[src/rtl/assert_macros.svh]
// Shared assertion macros for the decoder RTL.
`ifndef ASSERT_MACROS_SVH
`define ASSERT_MACROS_SVH

// Check that a condition holds at every clock edge outside reset.
`define HTSD_ASSERT(label, clk, rst, expr, msg) \
   label: assert property (@(posedge clk) disable iff (rst) (expr)) \
      else $error(msg);

// Check that a consequent holds in the same cycle as its antecedent.
`define HTSD_ASSERT_IMPL(label, clk, rst, ante, cons, msg) \
   label: assert property (@(posedge clk) disable iff (rst) (ante) |-> (cons)) \
      else $error(msg);

// Check that a consequent holds in the cycle after its antecedent.
`define HTSD_ASSERT_NEXT(label, clk, rst, ante, cons, msg) \
   label: assert property (@(posedge clk) disable iff (rst) (ante) |=> (cons)) \
      else $error(msg);

`endif

[src/rtl/htsd_fifo.sv]
`default_nettype none
`include "assert_macros.svh"

module htsd_fifo #(
   parameter int WIDTH = 8,
   parameter int DEPTH = 2
) (
   input  logic             clock,
   input  logic             reset,
   input  logic             push,
   input  logic [WIDTH-1:0] push_data,
   output logic             full,
   input  logic             pop,
   output logic [WIDTH-1:0] pop_data,
   output logic             empty
);

   localparam int PTR_W = (DEPTH > 1) ? $clog2(DEPTH) : 1;
   localparam int CNT_W = $clog2(DEPTH + 1);

   logic [WIDTH-1:0] mem_ff [DEPTH];
   logic [PTR_W-1:0] wr_ptr_ff, wr_ptr_in;
   logic [PTR_W-1:0] rd_ptr_ff, rd_ptr_in;
   logic [CNT_W-1:0] count_ff, count_in;
   logic             do_push, do_pop;

   always_comb begin
      full     = (count_ff == CNT_W'(DEPTH));
      empty    = (count_ff == '0);
      do_push  = push && !full;
      do_pop   = pop && !empty;
      pop_data = mem_ff[rd_ptr_ff];

      wr_ptr_in = wr_ptr_ff;
      rd_ptr_in = rd_ptr_ff;
      count_in  = count_ff;
      if (do_push) begin
         wr_ptr_in = (wr_ptr_ff == PTR_W'(DEPTH - 1)) ? '0 : wr_ptr_ff + 1'b1;
      end
      if (do_pop) begin
         rd_ptr_in = (rd_ptr_ff == PTR_W'(DEPTH - 1)) ? '0 : rd_ptr_ff + 1'b1;
      end
      case ({do_push, do_pop})
         2'b10:   count_in = count_ff + 1'b1;
         2'b01:   count_in = count_ff - 1'b1;
         default: count_in = count_ff;
      endcase
   end

   always_ff @(posedge clock) begin
      if (reset) begin
         wr_ptr_ff <= '0;
         rd_ptr_ff <= '0;
         count_ff  <= '0;
      end else begin
         wr_ptr_ff <= wr_ptr_in;
         rd_ptr_ff <= rd_ptr_in;
         count_ff  <= count_in;
      end
   end

   always_ff @(posedge clock) begin
      if (do_push) begin
         mem_ff[wr_ptr_ff] <= push_data;
      end
   end

   `HTSD_ASSERT(a_count_range, clock, reset, count_ff <= CNT_W'(DEPTH), "fifo count overrun")
   `HTSD_ASSERT_NEXT(a_push_fills, clock, reset, do_push && !do_pop, !empty, "fifo lost an entry")

endmodule

`default_nettype wire

[config.mk]
export PLATFORM = sky130hd
export DESIGN_NAME = htsd_fifo
export DESIGN_NICKNAME = d
export VERILOG_FILES = /design/src/rtl/htsd_fifo.sv
export VERILOG_INCLUDE_DIRS = /design/src /design/src/rtl
export SDC_FILE = /design/constraint.sdc
export NUM_CORES = 1
export LEC_CHECK = 0
export ABC_CLOCK_PERIOD_IN_PS = 1600
export CAP_MARGIN = 20
export CORE_ASPECT_RATIO = 0.8
export CORE_MARGIN = 4
export CORE_UTILIZATION = 35
export CTS_CLUSTER_SIZE = 14
export DETAILED_ROUTE_END_ITERATION = 12
export DONT_BUFFER_PORTS = 1
export HOLD_SLACK_MARGIN = 0.03
export PLACE_DENSITY = 0.46
export SLEW_MARGIN = 30
export SYNTH_ARGS = -nofsm -noshare
export SYNTH_HDL_FRONTEND = slang
export SYNTH_SLANG_ARGS = --single-unit
[constraint.sdc]
create_clock -name clock -period 1.6 [get_ports clock]
set_input_delay 0.32 -clock clock [delete_from_list [all_inputs] [get_ports clock]]
set_output_delay 0.32 -clock clock [all_outputs]
set_load 0.02 [all_outputs]
-- After elaboration in Yosys (flattened, before gate mapping)
Memory sizes are Yosys's and may differ from the RTL's. A register that Yosys moved wholly into a read port is not among the register bits.
Index checks and enable logic that the tools add are counted.
- flip-flop bits (word level): 4
- latch bits: 0
- bits in writable memories: 16
- bits in read-only memories: 0
- input port bits: 12
- output and inout bits: 10
- logic and storage cells: 24
- memories: 1
- $add $sub $neg: 4
- multiply operators: 0
- divide/modulo/power cells: 0
- order comparisons: 0
- eq/ne operators: 3
- shift-type cells: 0
- multiplexer cells: 7
- bitwise operators: 0
- reductions and logical operators: 6
- memories (name ; words ; bits a word ; rd ports ; clocked after memory_dff ; write ports ; RTL line ; text):
    mem_ff ; 2 ; 8 ; 1 ; 1 ; 1 ; htsd_fifo.sv:21 ; logic [WIDTH-1:0] mem_ff [DEPTH];
- operator list (operator ; number):
    1-bit two-way mux ; 6
    2-bit == test, second input constant ; 2
    2-bit case mux with 2 select lines ; 1
    1-bit adder, second input constant ; 2
    2-bit by 1-bit adder with 2-bit output, second input constant ; 1
    2-bit by 1-bit == test with 1-bit output, second input constant ; 1
    1-bit logical AND ; 2
    1-bit logical NOT ; 2
    2-bit logical NOT ; 1
    2-bit nonzero test ; 1
    2-bit by 1-bit subtractor with 2-bit output, second input constant ; 1

-- Longest topological paths before layout
- word-level depth: 5
- gate-level depth with buffers: 6
- gate-level depth less buffers: 6

-- Worst setup path before layout
No wires, ideal clock.
- path kind: register to register
- start: reg count_ff[0]
- end: mem mem_ff[0][0], enable pin
- setup time: 0.324 ns
- arrival: 1.120 ns
- data required time: 1.276 ns
- setup slack: 0.156 ns
- cell stages (with the launch flop): 5
- buffers on the path: 0
- clock period less this slack: 1.444 ns
- cells stage by stage: dfxtp_1 nand2b_2 inv_2 or3_1 inv_1
- cells in the longest elaborated chain, start to end: 5
- RTL lines (element ; RTL line ; text):
    start: declaration ; htsd_fifo.sv:24 ; logic [CNT_W-1:0] count_ff, count_in;
    start signal: assignment ; htsd_fifo.sv:58 ; count_ff <= count_in;
    2-bit == test ; htsd_fifo.sv:28 ; full = (count_ff == CNT_W'(DEPTH));
    net full ; htsd_fifo.sv:12 ; output logic full,
    1-bit logical NOT ; htsd_fifo.sv:30 ; do_push = push && !full;
    1-bit logical AND ; htsd_fifo.sv:30 ;
    1-bit two-way mux ; htsd_fifo.sv:63 ; if (do_push) begin
    1-bit two-way mux (implied by the code) ; htsd_fifo.sv:64 ; mem_ff[wr_ptr_ff] <= push_data;
    end: declaration ; htsd_fifo.sv:21 ;
The timed path passes the listed nets, and every way through them passes these cells.

-- Worst setup path in the final report
- start: reg count_ff[1]
- end: reg count_ff[1]
- cells in the longest elaborated chain, start to end: 5
- elaborated cells on any way between the ends: 12
- those cells by class: add/sub: 2; eq/ne: 3; mux: 1; reduce/logical: 6
- RTL lines (element ; RTL line ; text):
    2-bit logical NOT * ; htsd_fifo.sv:29 ; empty = (count_ff == '0);
    1-bit logical NOT * ; htsd_fifo.sv:31 ; do_pop = pop && !empty;
    1-bit logical AND * ; htsd_fifo.sv:31 ;
    net do_pop ; htsd_fifo.sv:25 ; logic do_push, do_pop;
    2-bit by 1-bit == test with 1-bit output / 2-bit == test (equally long branches) ; htsd_fifo.sv:43 ; case ({do_push, do_pop})
    2-bit case mux with 2 select lines / 2-bit nonzero test (equally long branches) ; - ;
Mark *: on every way through the listed nets, which the timed path passes. The rest lies on a longest branch.
A chain may end at the register's enable or synchronous reset.

==> metrics.txt <==
DRC violation count after routing 0; final clock skew about 3 ps; combinational power share 0.321; total setup violations reported at the end of the flow 0; total core area 2160 µm²; Max transition margin 0.746; Crit. End Element flop; chip width 61.4 µm; instance area at placement 846 µm²; most frequent cells in the layout edfxtp_1 (16), mux2_2 (8), nor2_1 (4); final worst path period need about 1500 ps; # fillers 198; clock net sink count 21; root buffer selected by CTS clkbuf_4; floorplan die area around 3100 µm²; Final Hold Violating Endpoints 0; Overall Power 1.51 mW; RSZ-0062 raised after global routing false; switching fraction of total power 0.342; count of mapped cells out of synthesis 51; starting density of the core 0.370; run status complete, no violations; transition time at the pin with the least slew margin roughly 380 ps; post-synth design cell area 798 µm²; data arrival time of the critical path 1750 ps; count of non-filler cells in the finished layout 80; worst hold path class input port to flop; number of buffers between clock root and the deepest sink 2; power density cells between 1500 and 2000 nW/µm²; via count of the first global-routing pass around 430; Worst IR Drop VDD between 900 and 1000 µV; via/cell ratio 5.04; count of synthesis-stage warnings from yosys 0; P&R area growth vs syn 9.72%; top fanout value on the critical path 5; pin count of the biggest net entering global routing 13; antenna diode count 0; design area 876 µm²; Iteration-0 DRC Markers 5; Mapped Avg Cell Area 15.7 µm²; Clk pwr share 0.156; Final Slew Violations 0; GR Overflow Total 0; post-CTS clock slew at the launch and capture registers of the worst setup and hold paths 110 ps; required time at the worst-slack endpoint 1830 ps; clock tree from TritonCTS built; Achievable Freq 661 MHz; syn nets 64; Detailed Routing Iterations Pass 1 3; routability congestion estimate from global placement slightly above 0.6; Period Utilization, post-route 0.945; antenna violations before repair 0; layout cells sized above 1 0.309; post-layout net count 69; global-route wire length before repair 1.93 mm; number of cells in the design after placement 76; residual antenna-violating net count after detailed routing 0; number of hold buffers added after CTS 0; internal power consumption 0.997 mW; setup TNS after final layout 0 ps; Leak 0.312 nW; net switching power figure 0.518 mW; vias post-DR 403; post-synthesis sequential element count 21; Worst Setup Path Type flop to flop; unique cell type count in the Yosys netlist 17; H-tree depth 1; fin util 0.406; GR Util All Layers 0.0876; vertical die dimension 50.7 µm; critical path launch point type flop; clock buffer count from CTS 3; total length of routed wires between 1 and 1.5 mm; Max-cap violations 0; power share of the sequential group 0.523; I/O Buffers 0; sequential share of the synthesized area 0.727; setup bufs post-CTS 0; floorplan row count 15; Top-Level Pins 22; insertion delay to the later sink of the worst-skew pair slightly below 300 ps; detailed-route wire length per cell 15.3 µm; most common cell after layout, fill and taps aside edfxtp_1
worst max-delay path, stage by stage, from the launching register on:
cell and delay (ps):
dfxtp_1 370, o21a_1 240, ha_1 340, or3_1 360
a21oi_1 140
final cells by class:
class	instances	area (µm²)	area share
tap	25	31.3	0.0357
sequential	21	583	0.666
multi-input combinational	26	203	0.231
inverter	3	11.3	0.0129
clock inverter	1	5.00	0.00571
timing repair buffer	1	20.0	0.0229
clock buffer	3	22.5	0.0257
synth_stat cells:
master,instances,share of area
and3_1,1,0.0078
edfxtp_1,16,0.60
a21oi_1,2,0.013
ha_1,1,0.016
dfxtp_1,5,0.13
mux2_2,8,0.11
clkbuf_1,1,0.0047
nor2_1,4,0.019
o21ai_0,2,0.013
xor2_1,1,0.011
or3_1,2,0.016
inv_2,1,0.0047
nand2_1,1,0.0047
xnor2_1,2,0.022
inv_1,2,0.0094
nand2b_2,1,0.011
o21a_1,1,0.0094
flip-flops by register name (all words and copies together), names as in the netlist, named ones only:
signal     cells
rd_ptr_ff      1
mem_ff        16
count_ff       2
wr_ptr_ff      1
metal layers:
layer	wire, µm	part of all wire	track usage	vias up
met4	0	0	0.0106	0
met5	0	0	0	-
met3	119	0.097	0.0566	0
met2	677	0.55	0.151	13
met1	425	0.35	0.0906	199
li1	-	-	-	191
path summary, 6_finish.rpt:
| kind | slack, ps | start | endpoint | depth (start not counted) |
|---|---|---|---|---|
| hold reg to reg | 510 | wr_ptr_ff | wr_ptr_ff | 2 |
| setup reg to reg | 90 | count_ff[1] | count_ff[1] | 4 |
| hold / removal | 70 | reset | count_ff[0] | 1 |
| setup / recovery | 90 | count_ff[1] | count_ff[1] | 4 |
power groups by stage:
| stage | logic (mW) | registers [mW] | clock network, mW |
|---|---|---|---|
| 2_1_floorplan | 0.428 | 0.754 | 0 |
| 3_3_place_gp | 0.469 | 0.788 | 0 |
| 3_5_place_dp | 0.489 | 0.802 | 0 |
| 4_1_cts | 0.493 | 0.792 | 0.249 |
| 5_1_grt | 0.530 | 0.809 | 0.274 |
| 6_report | 0.486 | 0.792 | 0.236 |
cells by family after synthesis:
logic type / count (synthesis) / share of synthesized area
compound gates: 5 / 0.0345
xor+xnor: 3 / 0.0329
fa+ha+maj: 1 / 0.0157
buf+inv: 4 / 0.0188
flops: 21 / 0.727
mux: 8 / 0.113
simple gates: 9 / 0.0580
stage by stage:
| stage | hold slack [ps] | setup slack (ps) |
|---|---|---|
| 2_1_floorplan | 389 | 156 |
| 3_3_place_gp | 391 | 136 |
| 3_5_place_dp | 392 | 43.0 |
| 4_1_cts | 59.6 | 16.3 |
| 5_1_grt | 56.8 | 22.6 |
| 6_report | 71.8 | 88.2 |
repair_timing:
| item | 4_1_cts | 5_1_grt |
|---|---|---|
| pin swaps | 0 | 0 |
| endpoints found under the setup margin | 8 | 9 |
| gates resized for setup | 1 | 1 |
| cloned | 0 | 0 |
Note: power is estimated with default switching activity, not from simulation.
