### src/rtl/assert_macros.svh
// Shared assertion macros for the decoder RTL.
`ifndef ASSERT_MACROS_SVH
`define ASSERT_MACROS_SVH

// Check that a condition holds at every clock edge outside reset.
`define HTSD_ASSERT(label, clk, rst, expr, msg) \
   label: assert property (@(posedge clk) disable iff (rst) (expr)) \
      else $error(msg);

// Check that a consequent holds in the same cycle as its antecedent.
`define HTSD_ASSERT_IMPL(label, clk, rst, ante, cons, msg) \
   label: assert property (@(posedge clk) disable iff (rst) (ante) |-> (cons)) \
      else $error(msg);

// Check that a consequent holds in the cycle after its antecedent.
`define HTSD_ASSERT_NEXT(label, clk, rst, ante, cons, msg) \
   label: assert property (@(posedge clk) disable iff (rst) (ante) |=> (cons)) \
      else $error(msg);

`endif

### src/rtl/htsd_pkg.sv
`default_nettype none

package htsd_pkg;

   localparam int NODE_SLOTS_DEFAULT = 512;
   localparam int BITS_PER_BYTE      = 8;
   localparam int TOP_BIT            = 7;
   localparam int BIT_W              = $clog2(BITS_PER_BYTE);
   localparam int COUNT_W            = 32;
   localparam int CMD_DEPTH          = 2;
   localparam int RSP_DEPTH          = 4;

   typedef enum logic [1:0] {
      CMD_START = 2'd0,
      CMD_BYTE  = 2'd1,
      CMD_ERROR = 2'd2
   } cmd_kind_type;

   typedef struct packed {
      cmd_kind_type              kind;
      logic [BITS_PER_BYTE-1:0]  data;
   } cmd_type;

   typedef struct packed {
      logic [BITS_PER_BYTE-1:0]  symbol;
      logic                      run_end;
      logic                      block_end;
      logic                      malformed;
   } rsp_type;

endpackage

`default_nettype wire

### src/rtl/htsd_front.sv
`default_nettype none
`include "assert_macros.svh"

module htsd_front #(
   parameter int NODE_SLOTS = htsd_pkg::NODE_SLOTS_DEFAULT,
   localparam int LINK_W = $clog2(NODE_SLOTS),
   localparam int DATA_W = (LINK_W > htsd_pkg::BITS_PER_BYTE) ? LINK_W
                                                               : htsd_pkg::BITS_PER_BYTE,
   localparam int ENT_W  = DATA_W + 1
) (
   input  logic                                 clock,
   input  logic                                 reset,
   input  logic                                 push,
   output logic                                 full,
   input  logic [htsd_pkg::BITS_PER_BYTE-1:0]   data_byte,
   input  logic                                 first_byte,
   input  logic [htsd_pkg::COUNT_W-1:0]         symbol_count,
   output logic [htsd_pkg::COUNT_W-1:0]         block_count,
   output logic                                 cmd_push,
   output htsd_pkg::cmd_type                    cmd_data,
   input  logic                                 cmd_full,
   input  logic                                 cmd_empty,
   input  logic                                 back_busy,
   output logic                                 wr_en,
   output logic [LINK_W-1:0]                    wr_addr,
   output logic [ENT_W-1:0]                     wr_data
);

   import htsd_pkg::*;

   localparam int CNT_W = $clog2(NODE_SLOTS + 1);

   typedef enum logic [4:0] {
      PH_IDLE    = 5'b00001,
      PH_TAG     = 5'b00010,
      PH_LETTER  = 5'b00100,
      PH_PAYLOAD = 5'b01000,
      PH_ERROR   = 5'b10000
   } phase_type;

   phase_type          phase_ff, phase_in, phase_cur;
   logic [CNT_W-1:0]   tag_ff, tag_in, tag_cur;
   logic [CNT_W-1:0]   free_ff, free_in, free_cur;
   logic [CNT_W:0]     free_plus2;
   logic [COUNT_W-1:0] count_ff, count_in;
   logic               accept, tag_over, store_over, root_leaf;

   always_comb begin
      // A block start rewrites the store: hold it until the walk has drained.
      full   = cmd_full || (first_byte && (!cmd_empty || back_busy));
      accept = push && !full;

      phase_cur  = first_byte ? PH_TAG : phase_ff;
      tag_cur    = first_byte ? '0 : tag_ff;
      free_cur   = first_byte ? CNT_W'(1) : free_ff;
      free_plus2 = {1'b0, free_cur} + (CNT_W + 1)'(2);
      tag_over   = (tag_cur >= CNT_W'(NODE_SLOTS));
      store_over = (free_plus2 > (CNT_W + 1)'(NODE_SLOTS));
      root_leaf  = (data_byte != '0) && (tag_cur == '0);

      phase_in      = phase_ff;
      tag_in        = tag_ff;
      free_in       = free_ff;
      count_in      = count_ff;
      cmd_push      = 1'b0;
      cmd_data.kind = CMD_BYTE;
      cmd_data.data = data_byte;
      wr_en         = 1'b0;
      wr_addr       = tag_cur[LINK_W-1:0];
      wr_data       = {1'b0, DATA_W'(free_cur)};

      if (accept) begin
         if (first_byte) begin
            count_in = symbol_count;
         end
         case (phase_cur)
            PH_TAG: begin
               tag_in  = tag_cur;
               free_in = free_cur;
               if (tag_over || root_leaf || ((data_byte == '0) && store_over)) begin
                  cmd_push      = 1'b1;
                  cmd_data.kind = CMD_ERROR;
                  phase_in      = PH_ERROR;
               end else begin
                  cmd_push      = first_byte;
                  cmd_data.kind = CMD_START;
                  if (data_byte == '0) begin
                     // Internal node: its children take the next two free slots.
                     wr_en    = 1'b1;
                     free_in  = free_plus2[CNT_W-1:0];
                     tag_in   = tag_cur + 1'b1;
                     phase_in = (tag_in >= free_in) ? PH_PAYLOAD : PH_TAG;
                  end else begin
                     phase_in = PH_LETTER;
                  end
               end
            end
            PH_LETTER: begin
               wr_en    = !tag_over;
               wr_data  = {1'b1, DATA_W'(data_byte)};
               tag_in   = tag_cur + 1'b1;
               phase_in = (tag_in >= free_ff) ? PH_PAYLOAD : PH_TAG;
            end
            PH_PAYLOAD: begin
               cmd_push = 1'b1;
            end
            default: ;
         endcase
      end

      block_count = count_ff;
   end

   always_ff @(posedge clock) begin
      if (reset) begin
         phase_ff <= PH_IDLE;
         tag_ff   <= '0;
         free_ff  <= CNT_W'(1);
         count_ff <= '0;
      end else begin
         phase_ff <= phase_in;
         tag_ff   <= tag_in;
         free_ff  <= free_in;
         count_ff <= count_in;
      end
   end

   `HTSD_ASSERT_IMPL(a_write_while_walk, clock, reset, wr_en, !back_busy, "store written during walk")

endmodule

`default_nettype wire

### config.mk
export PLATFORM = sky130hd
export DESIGN_NAME = htsd_front
export DESIGN_NICKNAME = d
export VERILOG_FILES = /design/src/rtl/htsd_pkg.sv /design/src/rtl/htsd_front.sv
export VERILOG_INCLUDE_DIRS = /design/src /design/src/rtl
export SDC_FILE = /design/constraint.sdc
export NUM_CORES = 1
export LEC_CHECK = 0
export BUFFER_PORTS_ARGS = -buffer_cell sky130_fd_sc_hd__buf_4
export CORE_ASPECT_RATIO = 1.75
export CORE_UTILIZATION = 47
export DETAILED_ROUTE_END_ITERATION = 12
export PLACE_DENSITY_LB_ADDON = 0.3
export SYNTH_ARGS = -nofsm -noshare
export SYNTH_HDL_FRONTEND = slang
export SYNTH_SLANG_ARGS = --single-unit
### constraint.sdc
create_clock -name clock -period 3.4 [get_ports clock]
set_clock_uncertainty 0.15 [all_clocks]
set_input_delay 0.34 -clock clock [delete_from_list [all_inputs] [get_ports clock]]
set_output_delay 0.34 -clock clock [all_outputs]
set_load 0.02 [all_outputs]
## Word level (Yosys, flattened, before mapping)

Index checks and enable logic that the tools add are counted.

- Bits in registers: 57
- Input bits: 47
- Output and inout port bits: 64

- Add/subtract/negate cells: 2
- Magnitude comparators: 4
- Equality and inequality tests: 3
- Mux-type cells: 25
- Reductions and logical operators: 18

Operators by type and width:

| operator | number |
|---|---|
| 10-bit 2-to-1 mux | 8 |
| 10-bit >= comparator | 2 |
| 10-bit case mux with 2 select lines | 1 |
| 4-bit 2-to-1 mux | 3 |
| 10-bit by 2-bit adder with 11-bit output, second input constant | 1 |
| 11-bit by 10-bit greater-than comparator with 1-bit output, second input constant | 1 |
| 10-bit by 1-bit adder with 10-bit output, second input constant | 1 |
| 10-bit >= comparator, second input constant | 1 |
| 10-bit logical NOT | 1 |
| 5-bit 2-to-1 mux | 2 |
| 5-bit case mux with 2 select lines | 1 |
| 8-bit logical NOT | 1 |
| 8-bit nonzero test | 1 |
| 2-bit 2-to-1 mux | 3 |
| 2-bit AND reduction | 3 |
| 5-bit by 2-bit == test with 1-bit output, second input constant | 1 |
| 5-bit by 3-bit == test with 1-bit output, second input constant | 1 |
| 5-bit by 4-bit == test with 1-bit output, second input constant | 1 |
| 1-bit 2-to-1 mux | 5 |
| 1-bit logical AND | 4 |
| 1-bit logical OR | 4 |
| 1-bit case mux with 2 select lines | 2 |
| 1-bit logical NOT | 3 |
| 2-bit nonzero test | 1 |

## Logic depth before layout (Yosys ltp)

- Word-level depth: 8
- Mapped depth: 17
- Mapped depth without buffers: 15

## Worst setup path after synthesis

Ideal clock, no wire load.

- Path type: input-to-reg
- From: input first_byte
- To: register phase_ff[1]
- Data arrival time: 3.285 ns
- Data required time: 3.180 ns
- Setup slack: -0.105 ns
- Stages on the path: 16
- Path buffers: 4
- Path through: buf_2 > buf_2 > buf_1 > nor2_1 > ha_1 > buf_6 > and3_1 > and3_1 > xnor2_1 > ha_1 > a21o_1 > a21o_1 > a211oi_1 > a21bo_2 > o21a_1 > a21oi_1

- Cells in the longest elaborated chain, start to end: 7
- Elaborated cells on any way between the ends: 27
- Classes of those cells: add/sub: 2; order compare: 4; eq/ne: 2; mux: 8; reduce/logical: 11

Ends and longest elaborated chain:

| what | line | text |
|---|---|---|
| from (decl) | htsd_front.sv:16 | `input logic first_byte,` |
| 10-bit 2-to-1 mux (on tied branches) | htsd_front.sv:54, htsd_front.sv:55 |  |
| 10-bit by 1-bit adder with 10-bit output, or another cell as far along | htsd_front.sv:91, htsd_front.sv:101 |  |
| 10-bit >= comparator, or another cell as far along | htsd_front.sv:92 | `phase_in = (tag_in >= free_in) ? PH_PAYLOAD : PH_TAG;` |
| 4-bit 2-to-1 mux, or another cell as far along | htsd_front.sv:92 |  |
| 4-bit 2-to-1 mux or 1-bit logical OR (tied branches) | htsd_front.sv:87, htsd_front.sv:80 |  |
| 5-bit 2-to-1 mux | htsd_front.sv:80 | `if (tag_over \|\| root_leaf \|\| ((data_byte == '0) && store_over)) begin` |
| 5-bit case mux with 2 select lines | htsd_front.sv:76 | `case (phase_cur)` |
| to (signal assigned) | htsd_front.sv:121 | `phase_ff <= phase_in;` |
| to (decl) | htsd_front.sv:41 | `phase_type phase_ff, phase_in, phase_cur;` |

Several ways; a longest one is shown, not always the timed one.
A chain may end at the register's enable or synchronous reset.

## Final worst setup path

- From: register free_ff[1]
- To: output wr_en

- Cells in the longest elaborated chain, start to end: 8

Ends and longest elaborated chain:

| what | line | text |
|---|---|---|
| from (decl) | htsd_front.sv:43 | `logic [CNT_W-1:0] free_ff, free_in, free_cur;` |
| from (signal assigned) | htsd_front.sv:123 | `free_ff <= free_in;` |
| 10-bit 2-to-1 mux | htsd_front.sv:55 | `free_cur = first_byte ? CNT_W'(1) : free_ff;` |
| 10-bit by 2-bit adder with 11-bit output | htsd_front.sv:56 | `free_plus2 = {1'b0, free_cur} + (CNT_W + 1)'(2);` |
| 11-bit by 10-bit greater-than comparator with 1-bit output | htsd_front.sv:58 | `store_over = (free_plus2 > (CNT_W + 1)'(NODE_SLOTS));` |
| 1-bit logical AND | htsd_front.sv:80 |  |
| 1-bit logical OR | htsd_front.sv:80 |  |
| 1-bit 2-to-1 mux | htsd_front.sv:80 |  |
| 1-bit case mux with 2 select lines | htsd_front.sv:76 |  |
| 1-bit 2-to-1 mux | htsd_front.sv:72 | `if (accept) begin` |
| to (decl) | htsd_front.sv:24 | `output logic wr_en,` |

No other way between the ends.

==> impl_metrics.yaml <==
floorplan:
  start_util: 0.492
  design.core.area_sq_mm: 0.00762
  rows: 42
  ios: 111
  dieArea_sq_mm: 0.00835
  die_w_microns: 69.5
  die_h_microns: 120
power_and_ir_drop:
  p_clk_frac: 0.514
  switching_share: 0.242
  combinationalPowerShare: 0.097
  p_per_area_mw_per_mm2: 361
  p_leak_uw: 0.00212
  pwr-share-seq: 0.389
  ir_drop_mv: 0.396
  p_sw_uw: 428
  p_int_uw: 1340
outcome:
  outcome: "completed"
synthesis:
  yosysTopAreaCellShare: 0.305
  synthTopCellsByArea: "dfxtp_1 30%, nand2_1 11%, ha_1 7.7%"
  syn_inst: 483
  synth_nets: 553
  yosysMostFrequentCell: "nand2_1"
  synth_cell_types: 68
  syn_avg_cell_area_sq_um: 7.76
  synth_area_sq_mm: 0.00375
  yosysSeqAreaShare: 0.305
  ys.flop_type: "dfxtp_1"
  ys_seq_elements: 57
  postSynth.asyncResetShare: 0
  yosysWarnings: 0
  synth-edff-count: 0
  synth_top_cell_by_area: "dfxtp_1"
  ys_top_cells_by_count: "105 x nand2_1, 57 x dfxtp_1, 51 x a21oi_1"
final_layout:
  stdcell_count: 673
  drive_above_1_share: 0.282
  nets: 650
  diodes: 0
  area_growth_pct: 30.5
  seq_area_sq_mm: 0.00114
  multiInputGateArea_sq_mm: 0.00231
  nFillCells: 694
clock_tree:
  clock_sinks: 57
  cts.path.max_buffers: 2
  cts_setup_buffers: 0
  cts-buffers-inserted: 9
  clock-root-buffer: "clkbuf_16"
  ctsResizeCount: 0
  htreeDepth: 3
  cts_tree: "built"
  path_clk_slew_ps: 50
  cts_hold_buf: 0
  clock_latency_ps: 330
global_routing:
  gr-max-usage-layer: "met2"
  grtUsageMet3: 0.0420
  use_met1: 0.274
  first_global_vias: 3939
  grt_pass1_wl_mm: 18.2
  globalRoute.totalOverflow: 0
  antenna_found_initial: 0
  grt_max_degree: 43
  track_usage: 0.277
  use_met2: 0.505
drt:
  wire_per_inst_microns: 16.9
  vias: 3939
  drt-initial-drc-count: 242
  ant_nets: 0
  viasPerCell: 5.85
  drt_wl_total_mm: 11.4
  route.detailed.drc: 0
  drt_pre_antenna_iters: 5
sta:
  hold_slack_ps: 108
  period_needed_ps: 3240
  setup_tns_ps: 0
  finalHoldViolations: 0
  fmax_mhz: 309
  max_slew.worst_pin.slew_ps: 545
  drv_slew: 0
  relSlewSlack: 0.637
  rsz0062_at_grt: "no"
  setup_ws_ps: 160
  setup_viol_count_final: 0
  fin_crit_sh: 0.953
placed_design:
  hpwl_mm: 8.55
  gp_congestion: 0.960
  post-place-ws_ps: 150
  dp.cells: 657
  port_buffers: 110
worst_setup_path:
  cp-end-kind: "output pin"
  start_kind: "flop"
  required_ps: 2910
  cp_max_fo: 6
  worstPathArrival_ps: 2750
  path_class: "flop to output pin"
min_path:
  min_path_type: "input pin to flop"
run:
  maxCapViolations: 0
per-layer routing:
metal	wire, microns	part of all wire	vias up
li1	-	-	1876
met1	4080	0.36	1847
met2	5980	0.53	168
met3	624	0.055	48
met4	668	0.059	0
met5	0	0	-
power by group through the flow:
stage	clock [uW]	sequential, uW	combinational (uW)
2_1_floorplan	0	712	76.1
3_3_place_gp	0	700	169
3_5_place_dp	0	701	171
4_1_cts	917	687	171
5_1_grt	946	688	183
6_report	908	687	172
cell usage in the layout, fill, tap and decap left out, types with 3 or more instances in the layout:
cell type  netlist  layout
o31ai_1          3       3
nor2b_1          8       8
ha_1            23      23
a31oi_1          4       4
nand2_1        105     105
or3_1            3       3
nand2b_1        10      10
o311ai_1         4       4
nor4_1           6       6
o32ai_1          3       3
a21oi_1         51      51
clkbuf_16        0       9
a211oi_1         3       3
or4_1            3       3
buf_4           10     124
dfxtp_1         57      57
a21o_1           5       5
nor2_1          18      17
nand3_1         11      11
and2_1           5       5
and3_1           6       6
o21ai_0         16      16
inv_1           26      26
xnor2_1          9       9
nor3_1           6       6
xor2_1           4       4
o21a_1           4       4
o211ai_1         5       5
flip-flops by register name (all words and copies together) (netlist names):
register	flops
tag_ff	10
free_ff	10
block_count	32
phase_ff	5
worst max-delay path, stage by stage, from the launching register on:
cell and delay [ps]:
dfxtp_1 400, nand2b_1 160, inv_1 120, ha_1 160, and3_1 290, mux2i_4 300, o2111ai_2 190, a31oi_1 340
nand2_2 190, o21ai_0 110, buf_4 160
worst paths after layout:
kind	start	endpoint	slack [ps]	cells past startpoint
worst max-delay path	free_ff[1]	wr_en	160	10
worst min-delay path	symbol_count[14]	block_count[14]	110	3
worst min register to register	block_count[3]	block_count[3]	300	2
worst max register to register	free_ff[1]	phase_ff[1]	240	13
per-stage QoR:
stage	total power, uW	utilization	cell area, sq um
3_3_place_gp	870	0.603	4590
3_5_place_dp	872	0.603	4590
6_report	1770	0.642	4890
5_1_grt	1820	0.642	4890
4_1_cts	1780	0.642	4890
2_1_floorplan	788	-	3750
final cells by class:
type,count,share of cell area
flip-flops and latches,57,0.233
clock inverters,5,0.0113
repair buffers,124,0.190
clock buffers,11,0.0496
well taps,88,0.0225
inverters,26,0.0200
multi-input cells,362,0.473
kinds of logic (layout without fill, tap and decap cells):
logic type      after synthesis  after routing  share of synthesized area
xor+xnor                     13             13                     0.0304
buf+inv                      64            166                     0.0788
fa+ha+maj                    23             23                     0.0768
mux                           5              5                     0.0194
flops                        57             57                      0.305
compound gates              125            125                      0.233
simple gates                196            196                      0.257
Note: power is estimated with default switching activity, not from simulation.
