[src/rtl/assert_macros.svh]
// Shared assertion macros for the decoder RTL.
`ifndef ASSERT_MACROS_SVH
`define ASSERT_MACROS_SVH

// Check that a condition holds at every clock edge outside reset.
`define HTSD_ASSERT(label, clk, rst, expr, msg) \
   label: assert property (@(posedge clk) disable iff (rst) (expr)) \
      else $error(msg);

// Check that a consequent holds in the same cycle as its antecedent.
`define HTSD_ASSERT_IMPL(label, clk, rst, ante, cons, msg) \
   label: assert property (@(posedge clk) disable iff (rst) (ante) |-> (cons)) \
      else $error(msg);

// Check that a consequent holds in the cycle after its antecedent.
`define HTSD_ASSERT_NEXT(label, clk, rst, ante, cons, msg) \
   label: assert property (@(posedge clk) disable iff (rst) (ante) |=> (cons)) \
      else $error(msg);

`endif

[src/rtl/htsd_pkg.sv]
`default_nettype none

package htsd_pkg;

   localparam int NODE_SLOTS_DEFAULT = 512;
   localparam int BITS_PER_BYTE      = 8;
   localparam int TOP_BIT            = 7;
   localparam int BIT_W              = $clog2(BITS_PER_BYTE);
   localparam int COUNT_W            = 32;
   localparam int CMD_DEPTH          = 2;
   localparam int RSP_DEPTH          = 4;

   typedef enum logic [1:0] {
      CMD_START = 2'd0,
      CMD_BYTE  = 2'd1,
      CMD_ERROR = 2'd2
   } cmd_kind_type;

   typedef struct packed {
      cmd_kind_type              kind;
      logic [BITS_PER_BYTE-1:0]  data;
   } cmd_type;

   typedef struct packed {
      logic [BITS_PER_BYTE-1:0]  symbol;
      logic                      run_end;
      logic                      block_end;
      logic                      malformed;
   } rsp_type;

endpackage

`default_nettype wire

[src/rtl/htsd_back.sv]
`default_nettype none
`include "assert_macros.svh"

module htsd_back #(
   parameter int NODE_SLOTS = htsd_pkg::NODE_SLOTS_DEFAULT,
   localparam int LINK_W = $clog2(NODE_SLOTS),
   localparam int DATA_W = (LINK_W > htsd_pkg::BITS_PER_BYTE) ? LINK_W
                                                               : htsd_pkg::BITS_PER_BYTE,
   localparam int ENT_W  = DATA_W + 1
) (
   input  logic                          clock,
   input  logic                          reset,
   input  logic                          cmd_empty,
   output logic                          cmd_pop,
   input  htsd_pkg::cmd_type             cmd_data,
   input  logic [htsd_pkg::COUNT_W-1:0]  block_count,
   output logic [LINK_W-1:0]             rd_addr,
   input  logic [ENT_W-1:0]              rd_data,
   output logic                          rsp_push,
   output htsd_pkg::rsp_type             rsp_data,
   input  logic                          rsp_full,
   output logic                          busy
);

   import htsd_pkg::*;

   // The root is always internal and its first child sits in slot one.
   localparam logic [LINK_W-1:0] ROOT_LINK = LINK_W'(1);

   typedef enum logic [1:0] {
      ST_IDLE = 2'b01,
      ST_WALK = 2'b10
   } state_type;

   state_type                state_ff, state_in;
   logic [COUNT_W-1:0]       left_ff, left_in;
   logic [LINK_W-1:0]        link_ff, link_in, link_next;
   logic [LINK_W-1:0]        addr_ff, addr_in;
   logic [BITS_PER_BYTE-1:0] byte_ff, byte_in;
   logic [BIT_W-1:0]         bit_ff, bit_in, next_bit;
   logic                     pend_valid_ff, pend_valid_in;
   logic [BITS_PER_BYTE-1:0] pend_sym_ff, pend_sym_in;
   logic                     pend_blk_ff, pend_blk_in;
   logic                     leaf, stall, byte_done, flush_ok;

   function automatic logic [LINK_W-1:0] child_of(input logic [LINK_W-1:0] link,
                                                  input logic bit_val);
      logic [LINK_W:0] sum;
      sum = {1'b0, link} + {{LINK_W{1'b0}}, bit_val};
      return (sum >= (LINK_W + 1)'(NODE_SLOTS)) ? '0 : sum[LINK_W-1:0];
   endfunction

   always_comb begin
      state_in      = state_ff;
      left_in       = left_ff;
      link_in       = link_ff;
      addr_in       = addr_ff;
      byte_in       = byte_ff;
      bit_in        = bit_ff;
      pend_valid_in = pend_valid_ff;
      pend_sym_in   = pend_sym_ff;
      pend_blk_in   = pend_blk_ff;
      cmd_pop       = 1'b0;
      rsp_push      = 1'b0;
      rsp_data.symbol    = pend_sym_ff;
      rsp_data.run_end   = 1'b1;
      rsp_data.block_end = pend_blk_ff;
      rsp_data.malformed = 1'b0;

      leaf      = rd_data[ENT_W-1];
      next_bit  = bit_ff - 1'b1;
      stall     = 1'b0;
      byte_done = 1'b0;
      link_next = link_ff;
      flush_ok  = !pend_valid_ff || !rsp_full;

      case (state_ff)
         ST_IDLE: begin
            // Release the last letter of the previous byte.
            if (pend_valid_ff && !rsp_full) begin
               rsp_push      = 1'b1;
               pend_valid_in = 1'b0;
            end
            if (!cmd_empty) begin
               case (cmd_data.kind)
                  CMD_START: begin
                     if (flush_ok) begin
                        cmd_pop = 1'b1;
                        left_in = block_count;
                        link_in = ROOT_LINK;
                     end
                  end
                  CMD_ERROR: begin
                     if (!pend_valid_ff && !rsp_full) begin
                        cmd_pop            = 1'b1;
                        rsp_push           = 1'b1;
                        rsp_data.symbol    = '0;
                        rsp_data.run_end   = 1'b1;
                        rsp_data.block_end = 1'b0;
                        rsp_data.malformed = 1'b1;
                     end
                  end
                  CMD_BYTE: begin
                     if (flush_ok) begin
                        cmd_pop = 1'b1;
                        // Drop padding and trailing bytes once the block is complete.
                        if (left_ff != '0) begin
                           byte_in  = cmd_data.data;
                           bit_in   = BIT_W'(TOP_BIT);
                           addr_in  = child_of(link_ff, cmd_data.data[TOP_BIT]);
                           state_in = ST_WALK;
                        end
                     end
                  end
                  default: ;
               endcase
            end
         end
         ST_WALK: begin
            if (leaf) begin
               stall = pend_valid_ff && rsp_full;
               if (!stall) begin
                  // A newer letter follows, so the held one is not the last of the byte.
                  rsp_push         = pend_valid_ff;
                  rsp_data.run_end = 1'b0;
                  pend_valid_in    = 1'b1;
                  pend_sym_in      = rd_data[BITS_PER_BYTE-1:0];
                  pend_blk_in      = (left_ff == COUNT_W'(1));
                  left_in          = left_ff - 1'b1;
               end
               link_next = ROOT_LINK;
               byte_done = (left_ff == COUNT_W'(1)) || (bit_ff == '0);
            end else begin
               link_next = rd_data[LINK_W-1:0];
               byte_done = (bit_ff == '0);
            end
            if (!stall) begin
               link_in = link_next;
               if (byte_done) begin
                  state_in = ST_IDLE;
               end else begin
                  bit_in  = next_bit;
                  addr_in = child_of(link_next, byte_ff[next_bit]);
               end
            end
         end
         default: begin
            state_in = ST_IDLE;
         end
      endcase

      rd_addr = addr_in;
      busy    = (state_ff == ST_WALK);
   end

   always_ff @(posedge clock) begin
      if (reset) begin
         state_ff      <= ST_IDLE;
         left_ff       <= '0;
         link_ff       <= ROOT_LINK;
         pend_valid_ff <= 1'b0;
      end else begin
         state_ff      <= state_in;
         left_ff       <= left_in;
         link_ff       <= link_in;
         pend_valid_ff <= pend_valid_in;
      end
   end

   always_ff @(posedge clock) begin
      addr_ff     <= addr_in;
      byte_ff     <= byte_in;
      bit_ff      <= bit_in;
      pend_sym_ff <= pend_sym_in;
      pend_blk_ff <= pend_blk_in;
   end

   `HTSD_ASSERT_IMPL(a_no_pop_in_walk, clock, reset, state_ff == ST_WALK, !cmd_pop, "command taken mid walk")
   `HTSD_ASSERT_IMPL(a_error_shape, clock, reset, rsp_push && rsp_data.malformed, (rsp_data.symbol == '0) && rsp_data.run_end && !rsp_data.block_end, "bad error transaction")

endmodule

`default_nettype wire

[config.mk]
export PLATFORM = sky130hd
export DESIGN_NAME = htsd_back
export DESIGN_NICKNAME = d
export VERILOG_FILES = /design/src/rtl/htsd_pkg.sv /design/src/rtl/htsd_back.sv
export VERILOG_INCLUDE_DIRS = /design/src /design/src/rtl
export SDC_FILE = /design/constraint.sdc
export NUM_CORES = 1
export LEC_CHECK = 0
export BUFFER_PORTS_ARGS = -buffer_cell sky130_fd_sc_hd__buf_4
export CAP_MARGIN = 10
export CORE_AREA = 2 2 78 136
export DETAILED_ROUTE_END_ITERATION = 12
export DIE_AREA = 0 0 80 138
export PLACE_DENSITY = 0.75
export SETUP_SLACK_MARGIN = 0.1
export SYNTH_ARGS = -nofsm -noshare
export SYNTH_HDL_FRONTEND = slang
export SYNTH_SLANG_ARGS = --single-unit
[constraint.sdc]
create_clock -name clock -period 2.5 [get_ports clock]
set_input_delay 0 -clock clock [delete_from_list [all_inputs] [get_ports clock]]
set_output_delay 0 -clock clock [all_outputs]
set_load 0.005 [all_outputs]
# Word level (Yosys, flattened, before mapping)
# Cells that the tools add are included.
[totals] register_bits=73 output_inout_bits=23 wordCells=119 input_bits=56
[op_classes] addsub=4 n_lt_le_gt_ge=3 muxes=66 bitwise=2 eq_ne=16 reduce_logical=19
[op_table] op="$mux 32" n=5
[op_table] op="$mux 9" n=14
[op_table] op="$pmux 32 s2" n=1
[op_table] op="$pmux 9 s2" n=2
[op_table] op="$mux 11" n=3
[op_table] op="$eq 32x1->1 const B" n=1
[op_table] op="$reduce_bool 32->1" n=1
[op_table] op="$sub 32x1->32 const B" n=1
[op_table] op="$add 9x1->10" n=2
[op_table] op="$ge 10x10->1 const B" n=2
[op_table] op="$mux 1" n=20
[op_table] op="$mux 3" n=6
[op_table] op="$ne 2x2->1 const B" n=8
[op_table] op="$mux 2" n=7
[op_table] op="$reduce_and 6->1" n=2
[op_table] op="$reduce_and 5->1" n=2
[op_table] op="$mux 8" n=1
[op_table] op="$pmux 1 s2" n=4
[op_table] op="$reduce_and 7->1" n=1
[op_table] op="$ne 2x1->1 const B" n=3
[op_table] op="$pmux 3 s2" n=1
[op_table] op="$eq 2x1->1 const B" n=2
[op_table] op="$eq 2x2->1 const B" n=2
[op_table] op="$lt 3x4->1 const B" n=1
[op_table] op="13 further kinds" n=18

# Logic depth before layout (Yosys ltp)
[logic_depth] depth_word=9 mapped_depth=11 depth_no_buf=11

# Worst setup path after synthesis
# OpenSTA, ideal clock, no wires.
[synth_path] kind="register to register" startpoint="register state_ff[0]" endpoint="register left_ff[21]" synth_period_minus_slack_ps=2535 t_required_ps=2425 path_slack_ps=-35 path_stages_with_launch=11 path_buffers=3 setup_time_ps=75 arrival_ps=2460 path_cell_list="dfxtp_1 -> inv_1 -> ha_1 -> nor2b_1 -> clkbuf_1 -> or4_1 -> clkbuf_1 -> nor2_1 -> clkbuf_1 -> a22oi_1 -> o22ai_1"
[synth_via] elab_chain_len=3 elab_cells_between_ends=10 classes_between="7 x eq/ne; 1 x mux; 2 x reduce/logical"
[synth_lines] element="start, declared" line="htsd_back.sv:35" source="state_type state_ff, state_in;"
[synth_lines] element="start signal, assigned" line="htsd_back.sv:163" source="state_ff <= state_in;"
[synth_lines] element="$eq 2x2->1 *"
[synth_lines] element="via busy" line="htsd_back.sv:22" source="output logic busy"
[synth_lines] element="$ne 2x2->1 (no line) or $reduce_bool 2->1 (tied branches)"
[synth_lines] element="$reduce_and 6->1 (no line)"
[synth_lines] element="end signal, assigned" line="htsd_back.sv:164" source="left_ff <= left_in;"
[synth_lines] element="end, declared" line="htsd_back.sv:36" source="logic [COUNT_W-1:0] left_ff, left_in;"
# The timed path passes the listed nets; every way through them passes the cells marked *.
# A chain may end at the register's enable or synchronous reset.

# Final worst setup path
[layout_path] startpoint="register left_ff[24]" endpoint="output port rd_addr[8]"
[layout_via] elab_chain_len=7 elab_cells_between_ends=12 classes_between="1 x eq/ne; 9 x mux; 2 x reduce/logical"
[layout_lines] element="$eq 32x1->1" line="htsd_back.sv:132" source="byte_done = (left_ff == COUNT_W'(1)) || (bit_ff == '0);"
[layout_lines] element="$logic_or 1x1->1" line="htsd_back.sv:132"
[layout_lines] element="$mux 1" line="htsd_back.sv:120" source="if (leaf) begin"
[layout_lines] element="$mux 1" line="htsd_back.sv:77" source="case (state_ff)"
[layout_lines] element="$mux 9" line="htsd_back.sv:139" source="if (byte_done) begin"
[layout_lines] element="$mux 9" line="htsd_back.sv:137" source="if (!stall) begin"
[layout_lines] element="$pmux 9 s2 *" line="htsd_back.sv:77"
[layout_lines] element="end, declared" line="htsd_back.sv:17" source="output logic [LINK_W-1:0] rd_addr,"
# Mark *: on every way between the ends. The rest lies on a longest branch, timed or not. The select of a mux whose other input is x is not followed.

==> metrics.txt <==
Tightest Pin Transition between 0.5 and 0.6 ns; Yosys top cell by area dfxtp_1; sequential cell area between 1500 and 2000 sq um; Avg Synthesized Cell Area 8.40 sq um; DR DRC count 0; Clk network pwr share 38.9%; Synth area leaders dfxtp_1, edfxtp_1, nand2_1; RSZ-0062 raised after global routing true; CTS root buf clkbuf_16; pwr dens 636 nW/um^2; Area Overhead vs Synth 44.2%; asr flop ratio synth 0%; number of synthesized flops with an enable pin 20; Port Buffers 78; final worst-path cycle share 112%; predominant post-synthesis flop cell dfxtp_1; nets@finish 706; met3 usage about 3.9%; io pins 79; Slowest cell on crit path or4_4; P_sw 1.12 mW; CP Capture Type output pin; final wirelength 12.9 mm; number of detailed-route iterations in the first pass 5; die width 80 microns; grt total ovfl 0; largest net degree at the start of global routing 45; Setup crit start kind flip-flop; Seq pwr share 35.0%; top-area cell type share of the netlist area 25.4%; flops & latches, synth 73; Reg-to-Reg Start left_ff[24]$_SDFFE_PP0P_; delay of the slowest critical-path stage ~0.54 ns; hold_ws -0.0100 ns; register area share after synthesis 39.7%; TritonCTS clock tree done; multi-input logic area 2520 sq um; Worst setup endpoint rd_addr[8]; Tot Pwr ~3.8 mW; gpl congestion 0.878; GR Util met2 43.6%; routed length per placed instance 16.7 microns; first-pass GRT wire length 20.4 mm; die area 11000 sq um; H-tree depth 3; failing checks negative hold slack, negative setup slack; VDD IR max between 0.3 and 0.4 mV; Slew Limit Headroom 62.5%; largest fanout on the critical path 5; Die H roughly 140 microns; layout cell share with drive strength beyond 1 roughly 27%; Worst Setup SP left_ff[24]$_SDFFE_PP0P_; status finished, violations left; gr usage total 23.4%; grt peak-use layer met2; switching share of power slightly below 30%; Static Leak 2.38 nW; Post-DP HPWL 9.29 mm; Clock Path Buffers 2; internal power 2.72 mW; Crit Reg-Reg Endpoint bit_ff[1]$_SDFFCE_PN1P_; met1 GRT Util 24.0%; number of global-route vias before repair 4350; worst clock skew between 0.005 and 0.006 ns; Worst EP required 2.50 ns; Critical Path AT about 2.8 ns; Cells after Synth between 400 and 500; Placed Area about 5000 sq um; Max Transition Viols Final 0; core footprint 10100 sq um; ANT cells 0; HP Class primary input to flip-flop; final setup margin -0.302 ns; Via density ~5.7; Comb pwr share 26.1%; number of max-cap violations 0; FF-to-FF path depth 7; crit path cell chain or4_4 > or3_4 > or4_4 > and3_4 > and2_0 > a221o_1 > buf_4; DP Worst Slack -0.0308 ns; mapped cell area 4180 sq um; Final Hold Violating Endpoints 1; initial core utilization 41.6%; initial detailed-routing violation count 259; R2R setup slack ~0.04 ns; Fmax 357 MHz; post-route minimum period approximately 2.8 ns; Worst-Skew Late Latency 0.34 ns; yosys warns 0; Post-DRT Antenna Nets 0; clk slew on worst S/H paths approximately 0.060 ns; setup violators final 9; Distinct cells, synth 59; FILL cells 872; Placement Rows 49; DR vias about 4400; Setup CP Type flip-flop to output pin; cell mode on critical path or4_4; Num CTS Buffers 9; initial antenna violation count 0; fin area 6030 sq um; Post-Synthesis Net Count 564; Num Clock Sinks 73
==> repair_timing <==
item	CTS	global route
pin swaps	13	9
hold endpoints to repair	44	0
hold buffers	37	0
cloned	0	0
resized for setup	13	16
endpoints found under the setup margin	21	35
setup buffers	2	2
==> critical path, delay by kind of cell (launching register included) <==
family                 cells  cell delay [ns]
AND/OR/NAND/NOR            5             1.73
flip-flops                 1             0.32
buffers and inverters      1             0.14
AO/OA/AOI/OAI              1             0.27
==> cells by family (layout without fill, tap and decap cells) <==
family,after synthesis,in the layout,share of synthesized area (%)
compound gates,126,126,19.8
buf+inv,44,191,4.04
fa+ha+maj,10,10,2.99
simple gates,223,223,28.0
xor+xnor,14,14,2.93
flops,73,73,39.7
mux,8,8,2.57
==> metal layers <==
layer / routed length [microns] / share of wire (%)
met1: 4680 / 36
met5: 0 / 0
met3: 607 / 4.7
met4: 517 / 4.0
met2: 7100 / 55
==> per-stage QoR <==
stage	utilization, %	TNS, ns	instances
after global placement	51.2	0	715
after detailed placement	51.2	-0.140	715
after floorplan	-	0	498
after global routing	60.0	-3.04	772
final	60.0	-2.27	772
after CTS	59.1	-2.00	770
==> how the worst min path moves through the flow <==
stage / startpoint / to / slack [ns] / depth (start not counted)
4_1_cts: block_count[9] / left_ff[9]$_SDFFE_PP0P_ / 0.002 / 3
3_5_place_dp: cmd_data[1] / byte_ff[1]$_DFFE_PP_ / 0.18 / 1
2_1_floorplan: rsp_full / rsp_push / 0.04 / 1
3_3_place_gp: cmd_data[1] / byte_ff[1]$_DFFE_PP_ / 0.18 / 1
6_report: block_count[9] / left_ff[9]$_SDFFE_PP0P_ / -0.01 / 3
5_1_grt: block_count[9] / left_ff[9]$_SDFFE_PP0P_ / 0.009 / 3
==> power by group through the flow <==
| stage | Sequential (mW) | Combinational [mW] | Clock [mW] |
|---|---|---|---|
| after CTS | 1.34 | 0.968 | 1.50 |
| after floorplan | 1.36 | 0.511 | 0 |
| after detailed placement | 1.37 | 0.892 | 0 |
| after global placement | 1.36 | 0.874 | 0 |
| final | 1.34 | 1.00 | 1.49 |
| after global routing | 1.35 | 1.09 | 1.56 |
==> synth_stat cells, types with 8 or more instances <==
master     n
dfxtp_1   53
nand2_1   48
nor2_1    45
a21oi_1   35
nand3_1   28
clkbuf_1  26
o21ai_0   24
edfxtp_1  20
nor3_1    19
inv_1     17
nor4_1    16
a22oi_1   15
and2_1    11
ha_1      10
nor2b_1    9
or3_1      9
xor2_1     9
o22ai_1    8
==> layout by cell type (no fill, tap or decap), types with 9 or more instances in the layout <==
cell type and instances:
nor4_1 14, nor2b_1 9, edfxtp_1 20, buf_4 121, a22oi_1 15, a21oi_1 34, o21ai_0 23, dfxtp_1 51
and2_1 11, dlygate4sd3_1 37, nor2_1 42, clkbuf_16 9, inv_1 16, nor3_1 18, nand3_1 26, nand2_1 45
==> sequential cells by signal (all words and copies together), names as in the netlist <==
signal	flops
pend_sym_ff	8
addr_ff	9
state_ff	2
bit_ff	3
left_ff	32
pend_blk_ff	1
byte_ff	8
link_ff	9
pend_valid_ff	1
==> final cells by class <==
| cell class | instances | share of cell area, % |
|---|---|---|
| Multi-Input combinational cell | 381 | 41.8 |
| Sequential cell | 73 | 27.6 |
| Timing Repair Buffer | 158 | 21.2 |
| Clock buffer | 9 | 3.73 |
| Tap cell | 127 | 2.63 |
| Clock inverter | 7 | 1.95 |
| Inverter | 17 | 1.06 |
Note: power is estimated with default switching activity, not from simulation.
